==> src/rtl/imu_idf_pkg.sv <==
`timescale 1ns / 1ps

package imu_idf_pkg;

    localparam int NUM_CH       = 6;
    localparam int RING_ENTRIES = 8;
    localparam int SLOT_W       = (RING_ENTRIES > 1) ? $clog2(RING_ENTRIES) : 1;

    localparam int SAMPLE_W = 16;
    localparam int STAMP_W  = 32;
    localparam int FILL_W   = 8;
    localparam int WEIGHT_W = 15;
    localparam int PERIOD_W = 16;
    localparam int DECIM_W  = 8;

    // Stream layouts.
    localparam int IN_TDATA_W  = 144;
    localparam int IN_TUSER_W  = 3;
    localparam int OUT_TDATA_W = 168;
    localparam int OUT_TUSER_W = 1;

    // Configuration port.
    localparam int CFG_IDX_W  = 2;
    localparam int CFG_DATA_W = 16;

    localparam logic [CFG_IDX_W-1:0] REG_PERIOD = 2'd0;
    localparam logic [CFG_IDX_W-1:0] REG_DECIM  = 2'd1;
    localparam logic [CFG_IDX_W-1:0] REG_WEIGHT = 2'd2;

    localparam logic [PERIOD_W-1:0] PERIOD_RESET = 16'd10;
    localparam logic [DECIM_W-1:0]  DECIM_RESET  = 8'd5;
    localparam logic [WEIGHT_W-1:0] WEIGHT_RESET = 15'd10000;

    typedef enum logic [1:0] {
        CMD_SAMPLE = 2'd0,
        CMD_READ   = 2'd1,
        CMD_FLUSH  = 2'd2
    } t_cmd;

    typedef logic [NUM_CH-1:0][SAMPLE_W-1:0] t_chan_vec;

    typedef struct packed {
        logic push;
        logic pop;
        logic flush;
    } t_ring_ctrl;

    typedef struct packed {
        logic               popped;
        logic [STAMP_W-1:0] stamp;
        logic [FILL_W-1:0]  fill;
    } t_ring_status;

endpackage

==> src/rtl/imu_idf_ring.sv <==
`timescale 1ns / 1ps

module imu_idf_ring (
    input  logic                                i_clk,
    input  logic                                i_rst_n,
    input  imu_idf_pkg::t_ring_ctrl             i_ctrl,
    input  logic [imu_idf_pkg::STAMP_W-1:0]     i_stamp,
    input  imu_idf_pkg::t_chan_vec              i_chan,
    output imu_idf_pkg::t_ring_status           o_status,
    output imu_idf_pkg::t_chan_vec              o_chan
);

    localparam int N  = imu_idf_pkg::RING_ENTRIES;
    localparam int SW = imu_idf_pkg::SLOT_W;

    function automatic logic [SW-1:0] slot_inc(input logic [SW-1:0] s);
        if (s == SW'(N - 1)) begin
            return '0;
        end
        return s + 1'b1;
    endfunction

    function automatic logic [SW-1:0] slot_diff(input logic [SW-1:0] w,
                                                input logic [SW-1:0] r);
        if (w >= r) begin
            return w - r;
        end
        return SW'(N - int'(r) + int'(w));
    endfunction

    logic [SW-1:0] r_wr_slot;
    logic [SW-1:0] r_rd_slot;
    logic [SW-1:0] n_wr_slot;
    logic [SW-1:0] n_rd_slot;
    logic [SW-1:0] wr_next;
    logic [SW-1:0] rd_next;
    logic [SW-1:0] head_slot;
    logic [SW-1:0] waiting;
    logic          do_push;
    logic          do_pop;

    logic [imu_idf_pkg::STAMP_W-1:0] r_stamps [N];
    imu_idf_pkg::t_chan_vec          r_chans  [N];
    logic [imu_idf_pkg::STAMP_W-1:0] r_head_stamp;
    imu_idf_pkg::t_chan_vec          r_head_chan;

    always_comb begin
        wr_next   = slot_inc(r_wr_slot);
        rd_next   = slot_inc(r_rd_slot);
        waiting   = slot_diff(r_wr_slot, r_rd_slot);
        do_push   = i_ctrl.push && (waiting < SW'(N - 1));
        do_pop    = i_ctrl.pop && (waiting != '0);
        n_wr_slot = do_push ? wr_next : r_wr_slot;
        if (i_ctrl.flush) begin
            n_rd_slot = r_wr_slot;
        end else if (do_pop) begin
            n_rd_slot = rd_next;
        end else begin
            n_rd_slot = r_rd_slot;
        end
        head_slot = slot_inc(n_rd_slot);
    end

    always_ff @(posedge i_clk) begin
        if (!i_rst_n) begin
            r_wr_slot <= '0;
            r_rd_slot <= '0;
        end else begin
            r_wr_slot <= n_wr_slot;
            r_rd_slot <= n_rd_slot;
        end
    end

    always_ff @(posedge i_clk) begin
        if (do_push) begin
            r_stamps[wr_next] <= i_stamp;
            r_chans[wr_next]  <= i_chan;
        end
        // The oldest waiting entry is fetched ahead of time; a push into an
        // empty ring lands there directly.
        if (do_push && (wr_next == head_slot)) begin
            r_head_stamp <= i_stamp;
            r_head_chan  <= i_chan;
        end else begin
            r_head_stamp <= r_stamps[head_slot];
            r_head_chan  <= r_chans[head_slot];
        end
    end

    assign o_status.popped = do_pop;
    assign o_status.stamp  = do_pop ? r_head_stamp : '0;
    assign o_status.fill   = imu_idf_pkg::FILL_W'(slot_diff(n_wr_slot, n_rd_slot));
    assign o_chan          = r_head_chan;

endmodule

==> config.mk <==
export PLATFORM = sky130hd
export DESIGN_NAME = imu_idf_ring
export DESIGN_NICKNAME = d
export VERILOG_FILES = /design/src/rtl/imu_idf_pkg.sv /design/src/rtl/imu_idf_ring.sv
export SDC_FILE = /design/constraint.sdc
export NUM_CORES = 1
export LEC_CHECK = 0
export ABC_AREA = 0
export BUFFER_PORTS_ARGS = -buffer_cell sky130_fd_sc_hd__buf_2
export CAP_MARGIN = 40
export CORE_MARGIN = 1
export CORE_UTILIZATION = 45
export CTS_CLUSTER_SIZE = 14
export DETAILED_ROUTE_END_ITERATION = 12
export SLEW_MARGIN = 10
export SYNTH_ARGS = -nofsm -noshare
export SYNTH_HDL_FRONTEND = slang
export SYNTH_SLANG_ARGS = --single-unit
export TNS_END_PERCENT = 50
==> constraint.sdc <==
create_clock -name i_clk -period 34.9 [get_ports i_clk]
set_input_delay 5.235 -clock i_clk [delete_from_list [all_inputs] [get_ports i_clk]]
set_output_delay 5.235 -clock i_clk [all_outputs]
set_load 0.05 [all_outputs]
Yosys cells after proc, flatten, opt, wreduce, memory -nomap -nowiden
Memory sizes are Yosys's and may differ from the RTL's. A register that Yosys moved wholly into a read port is not among the register bits. Index checks and enable logic that the tools add are counted. Widths: inputs -> output; s select.

Divide/modulo/power cells: 0. Multiply operators: 0. Shift-type cells: 0. Equality and inequality tests: 3. Muxes and demuxes: 21. Bitwise operators: 0. Add/sub/neg operators: 9. $lt $le $gt $ge: 3. Reductions and logical operators: 3.

Operators with widths (count): $mux 3 (13); $mux 32 (1); $add 3x1->3 const B (3); $eq 3x3->1 const B (3); $mux 1 (7); $add 3x3->3 (2); $ge 3x3->1 (2); $sub 1x3->3 const A (2); $sub 3x3->3 (2); $lt 3x3->1 const B (1); $reduce_bool 3->1 (1); $logic_and 1x1->1 (2).

Word-level logic and storage cells: 43. Output and inout bits: 137. Latch bits: 0. Memory bits (read-only): 0. Bits in writable memories: 1024. Input port bits: 133. Register bits after elaboration: 6. Memories: 2.

Memory list: r_chans (words 8, width 96, rd ports 1, clocked after memory_dff 1, wr ports 1, line imu_idf_ring.sv:43) `imu_idf_pkg::t_chan_vec r_chans [N];`; r_stamps (words 8, width 32, rd ports 1, clocked after memory_dff 1, wr ports 1, line imu_idf_ring.sv:42) `logic [imu_idf_pkg::STAMP_W-1:0] r_stamps [N];`.

Depth between registers and ports, before layout
Gate-level depths: netlist of the first run.

Depth in word-level cells: 10. Mapped depth: 11. Mapped depth without buffers: 11.

Worst setup path after synthesis of the first run
Ideal clock, no wire load.

Path type: input-to-reg. From: input port i_ctrl[2] (netlist bit). To: memory r_chans[5][0] (netlist bit) (enable). Stages: 2. Required time: 33.925 ns. Setup time: 0.975 ns. Buffers on the path: 0. Path slack: 15.580 ns. Arrival time: 18.346 ns. Cells stage by stage: o21ai_4 nor4b_1.

Longest elaborated chain between the ends: 3.

RTL lines: start: declaration (line imu_idf_ring.sv:6) `input imu_idf_pkg::t_ring_ctrl i_ctrl,`; $logic_and 1x1->1 (line imu_idf_ring.sv:51) `do_push = i_ctrl.push && (waiting < SW'(N - 1));`; $mux 1 (line imu_idf_ring.sv:75) `if (do_push) begin`; $mux 1 (not written as such) (line imu_idf_ring.sv:77) `r_chans[wr_next] <= i_chan;`; end: declaration (line imu_idf_ring.sv:43).

Every way passes these cells.

==> impl_metrics.toml, run 1 <==
[die]
die_width_um = 297
core_area_sq_um = 85800
die_y_um = 297
dieArea_sq_um = 88400
io_pins = 270
row_count = 107
initial_core_util_pct = 45.7

[worst_setup_path]
worstPathMaxFanout = 6
worstReg2RegStart = "r_wr_slot[0]"
crit_path_end_kind = "output port"
worstPathArrival_ns = 7.07
cp-startpoint = "i_ctrl[1]"
worstSetupStartpointType = "primary input"
required_ns = 29.66
worstSetupPathType = "primary input to output port"

[synth]
seq_area_frac_synth_pct = 78.8
syn_area_sq_um = 39200
syn_area_per_cell_sq_um = 24.3
ys_top_cells_by_count = "edfxtp_1, mux4_2, mux2_2"
muxShareOfSynthArea_pct = 18.3
synthSimpleGateAreaFrac_pct = 0.842
synth_top_family_by_area = "multiplexers"
synthArstFlopShare_pct = 0
synth.area.top_cells = "edfxtp_1, mux4_2, mux2_2"
ys_types = 39
synthAdderAreaFrac_pct = 0.274
ys_seq_elements = 1033
synth-main-ff-cell = "edfxtp_1"
synth_top_area_share_pct = 78.4
synth.most_common_cell = "edfxtp_1"
syn_inst = 1614
synth_compound_area_share_pct = 0.440
synth_area_leader_cell = "edfxtp_1"
yosysWarnings = 0
synth_enable_flop_cells = 1024
synth_xor_area_share_pct = 0.258

[finish]
seqCellArea_sq_um = 30900
multiInputGateArea_sq_um = 7970
syn2layout_area_growth_pct = 16.2
n_fill_cell = 6596
drive_gt1_share_pct = 40.2
final_nets = 2085

[placement]
gp_congestion = 0.789
port_buffers = 264
hpwlAfterDp_um = 42800

[drt]
drt-total-wl_um = 80300
drt-initial-drc-count = 1038
ant_nets = 0
vias = 17400
drc = 0
viasPerCell = 5.46
wire_per_inst_um = 25.2
drt_pass1_iterations = 5

[worst_hold_path]
min-delay-start = "r_wr_slot[1]"
hold_path_class = "flop to flop"

[clock_tree]
insertion_delay_ns = 0.66
cts_root_buf = "clkbuf_16"
cts_max_level = 3
cts.clk_slew.worst_paths_ns = 0.05
cts.sinks = 1033
post_cts_buffers = 0
post_cts_resize_count = 0
cts_made_buffers = 105
cts_tree = "yes"
clock_path_buffers = 3
cts_hold_buffers = 0

[power_and_ir_drop]
p_sw_mw = 0.829
powerDensity_nw_per_um2 = 67.4
p_int_mw = 2.25
pwr-share-seq_pct = 46.6
irDropWorstVdd_v = 0.0000454
switching_share_pct = 27.0
p_leak_nw = 14.8
power_frac_comb_pct = 18.2
pwr-share-clk_pct = 35.2

[global_route]
grt_pass1_vias = 18600
grt_pass1_wl_um = 120000
grt_use_met3_pct = 3.25
grt_max_degree = 125
grtUsageTotal_pct = 18.4
globalRouteOverflowTotal = 0
use_met1_pct = 23.6
antenna_found_initial = 16
busiest_layer = "met2"
grtUsageMet2_pct = 31.7

[sta]
finClkSkew_ns = 0.0245
fin_tns_setup_ns = 0
fmax_mhz = 81.3
slew_viol_final = 0
fin_crit_sh_pct = 35.3
tightestPinTransition_ns = 1.02
fin_crit_ns = 12.31
rsz0062_at_grt = "false"
setup_violations = 0
hold_violations = 0
fin_hold_ws_ns = 0.711
slew_headroom_pct = 31.7

[run_status]
outcome = "finished, final reports clean"

[flow_run]
max_cap_violations = 0
[registers in the layout, indices dropped and copies added (netlist names), named ones only]
| name | cells |
|---|---|
| r_stamps | 256 |
| r_rd_slot | 3 |
| r_wr_slot | 3 |
| r_chans | 768 |
[placed cells by master, fill, tap and decap left out, types with 2 or more instances in the layout]
cell,n
clkinv_8,2
and2_1,4
mux2i_1,34
buf_2,264
a21oi_1,4
nand3_1,3
mux2_2,96
dfxtp_4,3
xnor2_1,5
clkinvlp_4,2
diode_2,7
a31oi_1,2
clkbuf_1,16
dfxtp_1,6
nor2_1,41
buf_4,20
and3_4,4
buf_16,8
clkbuf_16,107
nor4b_2,2
edfxtp_1,1024
inv_6,2
clkinv_2,21
nand2_1,3
mux4_2,256
clkinv_1,32
o21ai_4,2
nor2b_1,7
bufinv_16,10
buf_12,8
nor2_4,2
inv_1,10
conb_1,5
ha_1,7
[power by group through the flow]
stage / Sequential (mW) / Combinational [mW] / Clock (mW)
5_1_grt: 1.44 / 0.591 / 1.16
6_report: 1.43 / 0.559 / 1.08
4_1_cts: 1.43 / 0.573 / 1.11
2_1_floorplan: 1.46 / 0.425 / 0
3_5_place_dp: 1.46 / 0.571 / 0
3_3_place_gp: 1.46 / 0.554 / 0
[per-stage QoR]
| stage | setup slack, ns | std cells | instance area (sq um) | util [%] | power (mW) |
|---|---|---|---|---|---|
| 6_report | 22.60 | 3181 | 45600 | 53.1 | 3.07 |
| 3_3_place_gp | 22.66 | 2970 | 41900 | 48.9 | 2.02 |
| 2_1_floorplan | 15.58 | 1618 | 39200 | - | 1.88 |
| 4_1_cts | 22.62 | 3174 | 45600 | 53.1 | 3.12 |
| 5_1_grt | 22.46 | 3179 | 45600 | 53.1 | 3.19 |
| 3_5_place_dp | 22.64 | 2981 | 42200 | 49.2 | 2.03 |
[per-layer routing]
| layer | part of all wire [%] | routed length, um |
|---|---|---|
| met3 | 4.1 | 3320 |
| met1 | 41 | 32900 |
| met4 | 2.7 | 2140 |
| met5 | 0.13 | 101 |
| met2 | 52 | 41800 |
[critical path, cell delays in order]
cell and delay, ns:
buf_2 0.14, nor2b_1 0.14, a31oi_1 0.06, o211ai_1 0.41, inv_1 0.10, ha_1 0.23
a31oi_1 0.18, a31oi_2 0.12, xnor2_1 0.17, buf_2 0.28
[logic make-up after synthesis]
logic type | count (synthesis)
buf+inv | 91
mux | 386
xor+xnor | 8
fa+ha+maj | 8
simple gates | 70
other cells | 1
flops | 1033
compound gates | 17
[cell type report]
class,count,share of cell area (%)
Clock inverter,70,1.34
Tap cell,1144,3.14
Multi-Input combinational cell,494,17.5
Antenna cell,7,0.0384
Clock buffer,123,6.00
Sequential cell,1033,67.9
Inverter,10,0.0823
Timing Repair Buffer,300,4.06
[worst paths after layout]
check / slack [ns] / endpoint / cells after the start
max: 22.60 / o_status[2] / 10
min: 0.71 / r_wr_slot[1] / 2
max reg2reg: 30.13 / r_chans[7][40] / 9
min reg2reg: 0.71 / r_wr_slot[1] / 2
(Power assumes the default switching activity.)
==> run 2: changes to the inputs <==
--- a/config.mk
+++ b/config.mk
@@ -5,7 +5,7 @@
 export SDC_FILE = /design/constraint.sdc
 export NUM_CORES = 1
 export LEC_CHECK = 0
-export ABC_AREA = 0
+export ABC_AREA = 1
 export BUFFER_PORTS_ARGS = -buffer_cell sky130_fd_sc_hd__buf_2
 export CAP_MARGIN = 40
 export CORE_MARGIN = 1
==> constraint.sdc (replaced) <==
create_clock -name i_clk -period 10 [get_ports i_clk]
set_input_delay 1.5 -clock i_clk [delete_from_list [all_inputs] [get_ports i_clk]]
set_output_delay 1.5 -clock i_clk [all_outputs]
set_load 0.05 [all_outputs]
==> run 2 against run 1 <==
Net effect:
- total power grew to 3.7 times the previous value
- synthesized cell count is 85% higher
- sequential power grew to 3.5 times the previous value
- count of clock-buffer cells in the layout is 4 higher
==> impl_metrics.toml, run 2 <==
[run_status]
outcome = "finished, final reports clean"

[finish]
final_nets = 3339
final-instance-count-excl-fill = 4458
largest_register = "r_chans"
largest_register_ff_count = 768
multiInputGateArea_sq_um = 8400
post-route-util_pct = 52.1
seqCellArea_sq_um = 30900
largest_registers = "r_chans x768, r_stamps x256"
mostFrequentLayoutCells = "edfxtp_1, nor2_1, o21ai_0, buf_2, nand2_1"
n_fill_cell = 7332
syn2layout_area_growth_pct = 14.1
drive_gt1_share_pct = 15.6
final_common_cell = "edfxtp_1"

[worst_setup_path]
worstPathArrival_ns = 4.05
cp_slowest_cell = "buf_4"
critical-path-top-delay-family = "buffers and inverters"
crit_path_end_kind = "output port"
required_ns = 8.50
crit_path_max_incr_delay_ns = 0.83
timing.critical_path.cells = "buf_12 > buf_4 > o21ai_0 > o22ai_1 > nor2_1 > a31oi_1 > buf_2"
worstSetupStartpointType = "flop"
worstPathMaxFanout = 186
worstReg2RegStart = "r_wr_slot[0]"
worstSetupPathType = "flop to output port"
worst-path-buf-inv = 3

[die]
io_pins = 270
die_y_um = 302
core_area_sq_um = 88800
initial_core_util_pct = 45.7
row_count = 109
die_width_um = 302
dieArea_sq_um = 91300

[drt]
wire_per_inst_um = 21.2
drt-initial-drc-count = 1808
drt-total-wl_um = 94400
drc = 0
drt_pass1_iterations = 5
ant_nets = 0
vias = 24800
viasPerCell = 5.56

[clock_tree]
cts.clk_slew.worst_paths_ns = 0.06
cts.sinks = 1033
cts_max_level = 3
post_cts_buffers = 0
cts_hold_buffers = 0
post_cts_resize_count = 0
cts_tree = "yes"
cts_made_buffers = 104
clock_path_buffers = 3
insertion_delay_ns = 0.66
cts_root_buf = "clkbuf_16"

[global_route]
grt_pass1_wl_um = 143000
grt_max_degree = 252
grtUsageTotal_pct = 20.6
grt_pass1_vias = 24800
globalRouteOverflowTotal = 0
antenna_found_initial = 23

[sta]
hold_violations = 0
fin_tns_setup_ns = 0
fmax_mhz = 180
setup_violations = 0
slew_headroom_pct = 32.0
setup_slack_ns = 4.45
fin_crit_sh_pct = 55.5
rsz0062_at_grt = "false"
fin_crit_ns = 5.55
slew_viol_final = 0
finClkSkew_ns = 0.0155
tightestPinTransition_ns = 1.02

[worst_hold_path]
min-delay-start = "r_wr_slot[2]"
hold_path_class = "flop to flop"

[placement]
hpwlAfterDp_um = 48300
gp_congestion = 0.802
port_buffers = 264
dpl_worst_slack_ns = 5.12
dp.cells = 4256

[synth]
synth_top_area_share_pct = 75.8
synth.area.top_cells = "edfxtp_1, nor2_1, o21ai_0"
synthArstFlopShare_pct = 0
yosysWarnings = 0
synth_enable_flop_cells = 1024
syn_area_per_cell_sq_um = 13.6
synth_area_leader_cell = "edfxtp_1"
seq_area_frac_synth_pct = 76.3
synth.most_common_cell = "edfxtp_1"
syn_inst = 2987
synth-main-ff-cell = "edfxtp_1"
syn_area_sq_um = 40600
ys_seq_elements = 1033
ys_types = 31
ys_top_cells_by_count = "edfxtp_1, nor2_1, o21ai_0"

[flow_run]
max_cap_violations = 0

[power_and_ir_drop]
p_total_mw = 11.5
powerDensity_nw_per_um2 = 249
p_leak_nw = 15.5
irDropWorstVdd_v = 0.000170
run 2: cell types whose count changed after synthesis, moves of 92 or more:
cell and delta:
a31oi_1 +94, nand2_1 +187, o21ai_0 +384, o22ai_1 +96, mux4_2 -256, mux2_2 -96
a21oi_1 +92, nor2_1 +678
run 2: cells by family (layout without fill, tap and decap cells):
group                    count (synthesis)  after routing  synth area share (%)
AND/OR/NAND/NOR                        946            946                  9.00
other                                    1             15               0.00925
flip-flops                            1033           1033                  76.3
buffers and inverters                  230            522                  3.19
AO/OA/AOI/OAI                          769            769                  11.3
adder cells (fa/ha/maj)                  8              8                 0.265
run 2: area by class of cell:
type | count | share of cell area [%]
multi-input combinational | 1728 | 18.1
sequential | 1033 | 66.9
timing repair buffer | 307 | 4.22
antenna | 10 | 0.0541
clock inverter | 64 | 1.51
inverter | 24 | 0.249
tap | 1165 | 3.15
clock buffer | 127 | 5.81
run 2: worst paths after layout:
check	endpoint	slack, ns	cells past startpoint
hold reg to reg	r_wr_slot[2]	0.68	4
setup / recovery	o_chan[14]	4.45	7
setup reg to reg	r_chans[2][55]	6.53	9
hold / removal	r_wr_slot[2]	0.68	4
run 2: worst register-to-register path: stages (launching register included):
cell	delay [ns]
dfxtp_1	0.36
inv_1	0.10
ha_1	0.22
fa_1	0.51
nor2_1	0.06
nand3_2	0.10
nand3_1	0.30
nor2_4	0.65
buf_4	0.54
buf_12	0.28
run 2: routing by layer:
metal  GRT usage [%]  up-vias  wire [um]
met5               0        -        138
met4            7.71       24       2590
met3            4.48      184       6280
met2            34.9      712      46800
met1            25.8    12400      38600
li1                -    11500          -
run 2: where the power goes:
group | leakage [nW] | internal (mW) | switching (mW)
Clock | 1.66 | 2.29 | 1.57
Combinational | 4.47 | 0.619 | 1.97
Sequential | 9.37 | 4.99 | 0.0653
run 2: through the flow:
stage	area, sq um	hold slack, ns
after floorplan	40600	0.599
after global placement	42500	0.670
after detailed placement	42800	0.675
after CTS	46200	0.684
after global routing	46300	0.735
final	46300	0.679
